$ cat config.mk
export PLATFORM = sky130hd
export DESIGN_NAME = column_argsort_with_ranks
export DESIGN_NICKNAME = d
export VERILOG_FILES = /design/src/hdl/cas_pkg.sv /design/src/hdl/column_argsort_with_ranks.sv
export SDC_FILE = /design/constraint.sdc
export NUM_CORES = 2
export LEC_CHECK = 0
export ABC_AREA = 1
export BUFFER_PORTS_ARGS = -buffer_cell sky130_fd_sc_hd__buf_2
export CAP_MARGIN = 20
export CORE_ASPECT_RATIO = 1.4
export CORE_MARGIN = 5
export CORE_UTILIZATION = 42
export CTS_CLUSTER_DIAMETER = 50
export DETAILED_ROUTE_END_ITERATION = 7
export MAX_ROUTING_LAYER = met4
export PLACE_DENSITY = 0.58
export SYNTH_ARGS = -nofsm -noshare
export SYNTH_HDL_FRONTEND = slang
export SYNTH_SLANG_ARGS = --single-unit
$ cat constraint.sdc
create_clock -name clk -period 7.6 [get_ports clk]
set_clock_uncertainty 0.15 [all_clocks]
set_input_delay 0.76 -clock clk [delete_from_list [all_inputs] [get_ports clk]]
set_output_delay 0.76 -clock clk [all_outputs]
set_load 0.05 [all_outputs]
$ cat src/hdl/cas_pkg.sv
package cas_pkg;

    localparam int MAX_ROWS_DEF   = 64;
    localparam int VALUE_BITS_DEF = 32;

    localparam int VALUE_W   = 32;
    localparam int COLUMN_W  = 7;
    localparam int ROW_W     = 7;
    localparam int RANK_W    = 6;

    localparam int IN_TDATA_W  = ((VALUE_W + COLUMN_W + 7) / 8) * 8;
    localparam int OUT_TDATA_W = ((ROW_W + RANK_W + 7) / 8) * 8;

    typedef enum logic [2:0] {
        ST_LOAD,
        ST_KEY,
        ST_FIRST,
        ST_CMP,
        ST_ERD,
        ST_EMIT
    } state_t;

endpackage

$ cat src/hdl/column_argsort_with_ranks.sv
// Channel  Dir  Handshake        Payload
// s_*      in   tvalid/tready    tdata: value[31:0], column_index[38:32]; tlast: last_row
// m_*      out  tvalid/tready    tdata: sorted_row[6:0], row_rank[12:7]; tlast: last_out
// cfg_*    in   cfg_we           cfg_wdata: one_sided
//
// Rows load one per cycle. After the last row, the rows are ranked one after another
// through one shared comparator, one compare per cycle against the value RAM's read port.
// Each result is then read from a registered RAM, then output.
// No input is taken from the last row until the final result transaction.
// Reset clears control state only; the RAMs hold no reset value.
module column_argsort_with_ranks #(
    parameter int MAX_ROWS   = cas_pkg::MAX_ROWS_DEF,
    parameter int VALUE_BITS = cas_pkg::VALUE_BITS_DEF
) (
    input  logic                             clk,
    input  logic                             rst_n,
    input  logic                             cfg_we,
    input  logic                             cfg_wdata,
    input  logic                             s_tvalid,
    output logic                             s_tready,
    input  logic [cas_pkg::IN_TDATA_W-1:0]   s_tdata,   // value, column_index
    input  logic                             s_tlast,
    output logic                             m_tvalid,
    input  logic                             m_tready,
    output logic [cas_pkg::OUT_TDATA_W-1:0]  m_tdata,   // sorted_row, row_rank
    output logic                             m_tlast
);
    import cas_pkg::*;

    localparam int RW = $clog2(MAX_ROWS);
    localparam int CW = $clog2(MAX_ROWS + 1);
    localparam logic [VALUE_BITS-1:0] SIGN_FLIP = {1'b1, {(VALUE_BITS-1){1'b0}}};

    state_t                 state_reg, state_next;
    logic [CW-1:0]          count_reg, count_next;
    logic [CW-1:0]          n_reg, n_next;
    logic [RW-1:0]          i_reg, i_next;
    logic [RW-1:0]          j_reg, j_next;
    logic [RW-1:0]          k_reg, k_next;
    logic [RW-1:0]          cnt_reg, cnt_next;
    logic [VALUE_BITS-1:0]  key_reg, key_next;
    logic [COLUMN_W-1:0]    own_column_reg, own_column_next;
    logic                   one_sided_reg;

    logic [VALUE_BITS-1:0]  val_mem [MAX_ROWS];
    logic [RW-1:0]          order_mem [MAX_ROWS];
    logic [RW-1:0]          rank_mem [MAX_ROWS];
    logic [VALUE_BITS-1:0]  val_rd_reg;
    logic [RW-1:0]          order_rd_reg;
    logic [RW-1:0]          rank_rd_reg;

    logic                   val_we;
    logic [RW-1:0]          val_raddr;
    logic                   sort_we;
    logic [RW-1:0]          cnt_sum;
    logic                   beats;
    logic                   j_last;

    logic signed [VALUE_W-1:0] in_value;
    logic [VALUE_BITS-1:0]     in_key;
    logic [ROW_W-1:0]          row_raw;
    logic [ROW_W-1:0]          row_adj;

    assign in_value = s_tdata[VALUE_W-1:0];
    assign in_key   = VALUE_BITS'(in_value) ^ SIGN_FLIP;

    assign beats   = (val_rd_reg > key_reg) || ((val_rd_reg == key_reg) && (j_reg < i_reg));
    assign cnt_sum = cnt_reg + RW'(beats);
    assign j_last  = (CW'(j_reg) == n_reg - CW'(1));

    always_comb
    begin
        state_next      = state_reg;
        count_next      = count_reg;
        n_next          = n_reg;
        i_next          = i_reg;
        j_next          = j_reg;
        k_next          = k_reg;
        cnt_next        = cnt_reg;
        key_next        = key_reg;
        own_column_next = own_column_reg;
        val_we          = 1'b0;
        sort_we         = 1'b0;
        val_raddr       = i_reg;
        s_tready        = 1'b0;
        m_tvalid        = 1'b0;
        unique case (state_reg)
            ST_LOAD:
            begin
                s_tready = 1'b1;
                if (s_tvalid)
                begin
                    if (count_reg < CW'(MAX_ROWS))
                    begin
                        val_we     = 1'b1;
                        count_next = count_reg + CW'(1);
                    end
                    if (s_tlast)
                    begin
                        own_column_next = s_tdata[VALUE_W +: COLUMN_W];
                        n_next          = count_next;
                        count_next      = '0;
                        i_next          = '0;
                        state_next      = ST_KEY;
                    end
                end
            end
            ST_KEY:
            begin
                val_raddr  = i_reg;
                state_next = ST_FIRST;
            end
            ST_FIRST:
            begin
                key_next   = val_rd_reg;
                val_raddr  = '0;
                j_next     = '0;
                cnt_next   = '0;
                state_next = ST_CMP;
            end
            ST_CMP:
            begin
                val_raddr = j_reg + RW'(1);
                cnt_next  = cnt_sum;
                if (j_last)
                begin
                    sort_we = 1'b1;
                    if (CW'(i_reg) == n_reg - CW'(1))
                    begin
                        k_next     = '0;
                        state_next = ST_ERD;
                    end
                    else
                    begin
                        i_next     = i_reg + RW'(1);
                        state_next = ST_KEY;
                    end
                end
                else
                begin
                    j_next = j_reg + RW'(1);
                end
            end
            ST_ERD:
            begin
                state_next = ST_EMIT;
            end
            ST_EMIT:
            begin
                m_tvalid = 1'b1;
                if (m_tready)
                begin
                    if (m_tlast)
                    begin
                        state_next = ST_LOAD;
                    end
                    else
                    begin
                        k_next     = k_reg + RW'(1);
                        state_next = ST_ERD;
                    end
                end
            end
            default:
            begin
                state_next = ST_LOAD;
            end
        endcase
    end

    always_ff @(posedge clk or negedge rst_n)
    begin
        if (!rst_n)
        begin
            state_reg      <= ST_LOAD;
            count_reg      <= '0;
            n_reg          <= '0;
            i_reg          <= '0;
            j_reg          <= '0;
            k_reg          <= '0;
            cnt_reg        <= '0;
            own_column_reg <= '0;
            one_sided_reg  <= 1'b0;
        end
        else
        begin
            state_reg      <= state_next;
            count_reg      <= count_next;
            n_reg          <= n_next;
            i_reg          <= i_next;
            j_reg          <= j_next;
            k_reg          <= k_next;
            cnt_reg        <= cnt_next;
            own_column_reg <= own_column_next;
            if (cfg_we)
            begin
                one_sided_reg <= cfg_wdata;
            end
        end
    end

    always_ff @(posedge clk)
    begin
        key_reg <= key_next;
    end

    always_ff @(posedge clk)
    begin
        if (val_we)
        begin
            val_mem[count_reg[RW-1:0]] <= in_key;
        end
        val_rd_reg <= val_mem[val_raddr];
    end

    always_ff @(posedge clk)
    begin
        if (sort_we)
        begin
            order_mem[cnt_sum] <= i_reg;
            rank_mem[i_reg]    <= cnt_sum;
        end
        order_rd_reg <= order_mem[k_reg];
        rank_rd_reg  <= rank_mem[k_reg];
    end

    // one-sided: skip the column's own agent
    assign row_raw = ROW_W'(order_rd_reg);
    assign row_adj = (one_sided_reg && (row_raw >= own_column_reg)) ? row_raw + ROW_W'(1)
                                                                    : row_raw;

    assign m_tdata = OUT_TDATA_W'({RANK_W'(rank_rd_reg), row_adj});
    assign m_tlast = (CW'(k_reg) == n_reg - CW'(1));

    a_no_overlap: assert property (@(posedge clk) disable iff (!rst_n)
        !(s_tready && m_tvalid))
        else $error("input taken while a result is pending");

    a_count_bound: assert property (@(posedge clk) disable iff (!rst_n)
        count_reg <= CW'(MAX_ROWS))
        else $error("row count overflow");

    a_rank_bound: assert property (@(posedge clk) disable iff (!rst_n)
        m_tvalid |-> (CW'(rank_rd_reg) < n_reg))
        else $error("rank outside column");

    a_back_to_load: assert property (@(posedge clk) disable iff (!rst_n)
        (m_tvalid && m_tready && m_tlast) |=> (s_tready && (count_reg == '0)))
        else $error("no return to loading after last result");

    a_last_closes: assert property (@(posedge clk) disable iff (!rst_n)
        (s_tvalid && s_tready && s_tlast) |=> (!s_tready && (n_reg != '0)))
        else $error("column not closed on last row");

endmodule

After elaboration in Yosys (flattened, before gate mapping)
Memories as Yosys holds them, arrays and structs flattened. A register that Yosys moved wholly into a read port is not among the register bits.
Index checks and enable logic that the tools add are counted.
Storage, ports and cells
  flip-flop bits (word level): 81
  bits in latches: 0
  bits in writable memories: 2816
  bits in read-only memories: 0
  output and inout port bits: 19
  logic and storage cells: 90
  memories kept: 3
Operators by class
  $add $sub $neg: 7
  $mul: 0
  div/mod/pow operators: 0
  $lt $le $gt $ge: 4
  eq/ne operators: 17
  shifts and indexed selects: 0
  multiplexer cells: 35
  bitwise operators: 1
  reduce and logical (&&, ||, !) cells: 13
Memories
  val_mem: words 64, width 32, rd ports 1, clocked after memory_dff 1, wr ports 1, line column_argsort_with_ranks.sv:45  | logic [VALUE_BITS-1:0] val_mem [MAX_ROWS];
  order_mem: words 64, width 6, rd ports 1, clocked after memory_dff 1, wr ports 1, line column_argsort_with_ranks.sv:46  | logic [RW-1:0] order_mem [MAX_ROWS];
  rank_mem: words 64, width 6, rd ports 1, clocked after memory_dff 1, wr ports 1, line column_argsort_with_ranks.sv:47  | logic [RW-1:0] rank_mem [MAX_ROWS];
Operators by type and width (count)
  $pmux W6 S2: 5
  $mux W6: 9
  $eq A32 B32 Y1: 1
  $gt A32 B32 Y1: 1
  $eq A6 B7 Y1: 3
  $mux W7: 3
  $add A6 B1 Y6 const B: 3
  $mux W3: 6
  $pmux W3 S6: 1
  $ne A2 B2 Y1 const B: 8
  $mux W1: 11
  $reduce_and A5 Y1: 2
  $add A6 B1 Y7 const B: 1
  $add A7 B1 Y7 const B: 1
  $ge A6 B7 Y1: 1
  $lt A7 B7 Y1 const B: 1
  $sub A7 B1 Y7 const B: 1
  $add A6 B1 Y6: 1
  $eq A3 B2 Y1 const B: 2
  $eq A3 B3 Y1 const B: 2
  $lt A6 B6 Y1: 1
  $reduce_bool A2 Y1: 3
  $reduce_and A2 Y1: 2
  $reduce_and A4 Y1: 1
  other kinds (6): 7

Depth between registers and ports, before layout
  word-level depth: 6
  gate-level depth with buffers: 20
  depth with buffers taken out: 20

Worst setup path before layout
Ideal clock, no wire load.
  path type: register -> register
  from: register i_reg[3]
  to: memory order_mem[12][0] (netlist name) (enable)
  arrival time: 5.496 ns
  required time: 7.100 ns
  slack: 1.604 ns
  cell stages (with the launch flop): 15
  period minus slack after synthesis: 5.996 ns
  path through: dfrtp_1 clkinv_1 ha_1 a21oi_1 o21ai_0 a21oi_1 nor2_1 a21oi_1 ha_1 ha_1 xor2_1 inv_1 nor2_1 nand2_1 nor2_1
Between the ends
  cells in the longest elaborated chain, start to end: 4
Ends and longest elaborated chain
  from (decl): line column_argsort_with_ranks.sv:37  | logic [RW-1:0] i_reg, i_next;
  from (signal assigned): line column_argsort_with_ranks.sv:190  | i_reg <= i_next;
  $lt A6 B6 Y1: line column_argsort_with_ranks.sv:67  | assign beats = (val_rd_reg > key_reg) || ((val_rd_reg == key_reg) && (j_reg < i_reg));
  $logic_and A1 B1 Y1: line column_argsort_with_ranks.sv:67
  $logic_or A1 B1 Y1: line column_argsort_with_ranks.sv:67
  $add A6 B1 Y6: line column_argsort_with_ranks.sv:68  | assign cnt_sum = cnt_reg + RW'(beats);
  net cnt_sum[2]: line column_argsort_with_ranks.sv:55  | logic [RW-1:0] cnt_sum;
  to (decl): line column_argsort_with_ranks.sv:46
The timed path passes the listed nets, and every way through them passes these cells.

Worst setup path in the final report
  from: register i_reg[3]
  to: memory order_mem[47][5] (netlist name) (enable)
Same word-level chain as after synthesis.

==> metrics.csv <==
metric,value,unit
CTS tree,yes,
Layout Cells excl Fill,15503,
Max VDD drop,0.603,mV
Yosys reg bits,2941,
clk root buf,clkbuf_16,
total CTS buffers,299,
CTS sink count,2941,
Final Instance Area,0.140,mm2
total vias in the final route,84083,
Power Density,402,mW/mm2
DR iter-0 viols,8477,
Hold Fails Final Rpt,0,
routability cong.,0.850,
post-synth top area cell,edfxtp_1,
fin. max-slew vios,0,
Post-CTS Setup Bufs,0,
routed len/inst,23.4,um
DIE AREA,0.313,mm2
"EDFF count, synth",2848,
Rows,238,
drc violations,0,
DP Area,0.131,mm2
Core ar.,0.300,mm2
unrepaired setup endpoints after global routing,false,
Tmin final,5.23,ns
number of flip-flops in the largest register,2048,
layout cells sized above 1,6.93,%
DR vias/cell,5.42,
number of setup violations in the final report,0,
Post-CTS Hold Fix Bufs,10,
Worst Max-Slew Pin Slew,1.13,ns
Post-Synthesis Cells,11399,
maximum clock rate,191,MHz
maximum level of the CTS H-tree,5,
grt ovf,0,
IO buf count,61,
Die Span X,474,um
Placed Cells,14961,
Comb pwr share,41.4,%
"Seq/Total Area, Yosys",69.3,%
largest net degree at the start of global routing,194,
NetSw,23.7,mW
syn_area_per_cell,11.1,um2
cell area after synthesis,0.127,mm2
"Clk Latency, worst-skew pair",0.86,ns
"critical path, cell by cell",clkinv_1 > ha_1 > a21oi_1 > o21ai_0 > a21oi_1 > nor2_1 > a21oi_1 > ha_2 > nand3_1 > nand2_1 > nand2_1 > inv_2 > buf_4 > nand2_1 > nor2_1,
Tcrit/Tclk final,68.8,%
Max Cap Violations,0,
Synth Warn #,0,
post-CTS sizing,0,
first-pass GRT wire length,531000,um
main flop type after synthesis,edfxtp_1,
CP max-delay cell,buf_4,
CP arrival,5.56,ns
top-area cell type share of the netlist area,67.6,%
area grow syn2layout,10.9,%
hpwl dp,191000,um
die height,659,um
"Largest stage delay, worst path",0.58,ns
Post-synth ARST share,1.67,%
Worst Hold Class,input pin to flip-flop,
Crit Path Max Fanout,66,
Hold WS,0.193,ns
Final TNS setup,0,ns
number of global-route vias before repair,81692,
I/O pin count,66,
Power Internal,32.8,mW
leak pwr,54.3,nW
drt pass-1 iters,5,
GR Util All Layers,23.3,%
Setup crit end kind,flip-flop,
Clk pwr share,25.2,%
Total Wirelength,363000,um
initial antenna violation count,8,
clock transition at the registers of the reported paths,0.06,ns
Sequential Power Share,33.4,%
CP Launch Type,flip-flop,
CP top delay family,simple AND/OR/NAND/NOR gates,
CP Data Required Time,7.93,ns
WP buf/inv,3,
Initial Utilization,42.2,%
critical path class,flip-flop to flip-flop,
"top cells by area, synth","edfxtp_1 68%, nand3_1 9.0%, nand2_1 5.9%, inv_1 5.1%, nand3b_1 1.9%",
clock buffer depth,4,
Routed Antenna Nets,0,
final net count,11410,
Rel. slew slack,24.6,%
sw frac,41.9,%
Cell variety after synth,48,
status,completed,
path summary, 6_finish.rpt:
| check | startpoint | to | slack [ns] | cells after the start |
|---|---|---|---|---|
| max | i_reg[3] | order_mem[47][5] | 2.37 | 15 |
| min | m_tready | state_reg[2] | 0.19 | 4 |
| max reg2reg | i_reg[3] | order_mem[47][5] | 2.37 | 15 |
| min reg2reg | val_rd_reg[0] | key_reg[0] | 0.28 | 0 |
| max in group asynchronous | rst_n | k_reg[0] | 6.28 | 3 |
| min in group asynchronous | rst_n | own_column_reg[4] | 0.42 | 3 |
per-layer routing:
metal  global-route usage [%]  share of wire, %
met1                     27.9                39
met5                        -                 0
met2                     39.9                50
met4                     9.30               4.4
met3                     3.20               6.7
tightest hold or removal path: cells and delay by family:
family                 cells  cell delay (ns)
buffers and inverters      2             0.24
and+or+nand+nor            2             0.16
cell type report:
| class | count | area (um2) |
|---|---|---|
| timing repair buffer | 284 | 2370 |
| fill | 26850 | 160000 |
| clock inverter | 157 | 1280 |
| sequential | 2941 | 87600 |
| multi-input combinational | 6057 | 29600 |
| antenna | 5 | 12.5 |
| tap | 3960 | 4950 |
| clock buffer | 370 | 8010 |
| inverter | 1729 | 6520 |
synth_stat cells, types with 44 or more instances:
cell	instances
edfxtp_1	2848
nand3_1	2270
nand2_1	1987
inv_1	1717
nor2_1	636
o21ai_0	402
nand3b_1	321
clkbuf_1	307
buf_2	205
o22ai_1	128
buf_6	73
a21oi_1	67
buf_1	59
ha_1	51
dfrtp_1	49
dfxtp_1	44
logic make-up after synthesis:
group                    count (synthesis)  share of synthesized area, %
flip-flops                            2941                          69.3
adder cells (fa/ha/maj)                 51                         0.504
buffers and inverters                 2403                          7.88
other                                    1                       0.00296
XOR/XNOR                                22                         0.152
multiplexers                             2                        0.0178
AO/OA/AOI/OAI                          708                          3.25
AND/OR/NAND/NOR                       5271                          18.9
layout by cell type (no fill, tap or decap), drive strengths merged, types with 3 or more instances in the layout:
cell and instances:
xor2 20, nand2 1994, o22a 20, edfxtp 2848, dlygate4sd3 10, a21oi 67, nor2 637, clkinv 123
buf 272, bufinv 15, diode 5, o2111ai 28, nor3 15, dfxtp 44, and2 10, dfrtp 49
conb 3, clkbuf 370, inv 1737, nand3 2272, o221ai 30, o311ai 20, ha 51, o22ai 128
clkinvlp 11, nand4 19, nand3b 321, o21ai 403
through the flow:
step                setup WS (ns)  total power, mW  util (%)
finish                       2.37             56.5      46.8
global route                 2.03             59.5      46.8
floorplan                    1.60             34.8         -
CTS                          2.35             56.6      46.8
detailed placement           2.35             42.4      43.6
global placement             2.47             42.1      43.6
power by group through the flow:
stage          logic, mW  clock network, mW  registers (mW)
2_1_floorplan       15.6                  0            19.2
3_3_place_gp        23.0                  0            19.2
3_5_place_dp        23.2                  0            19.2
4_1_cts             23.3               14.5            18.8
5_1_grt             25.5               15.2            18.9
6_report            23.4               14.2            18.8
(Power assumes the default switching activity.)
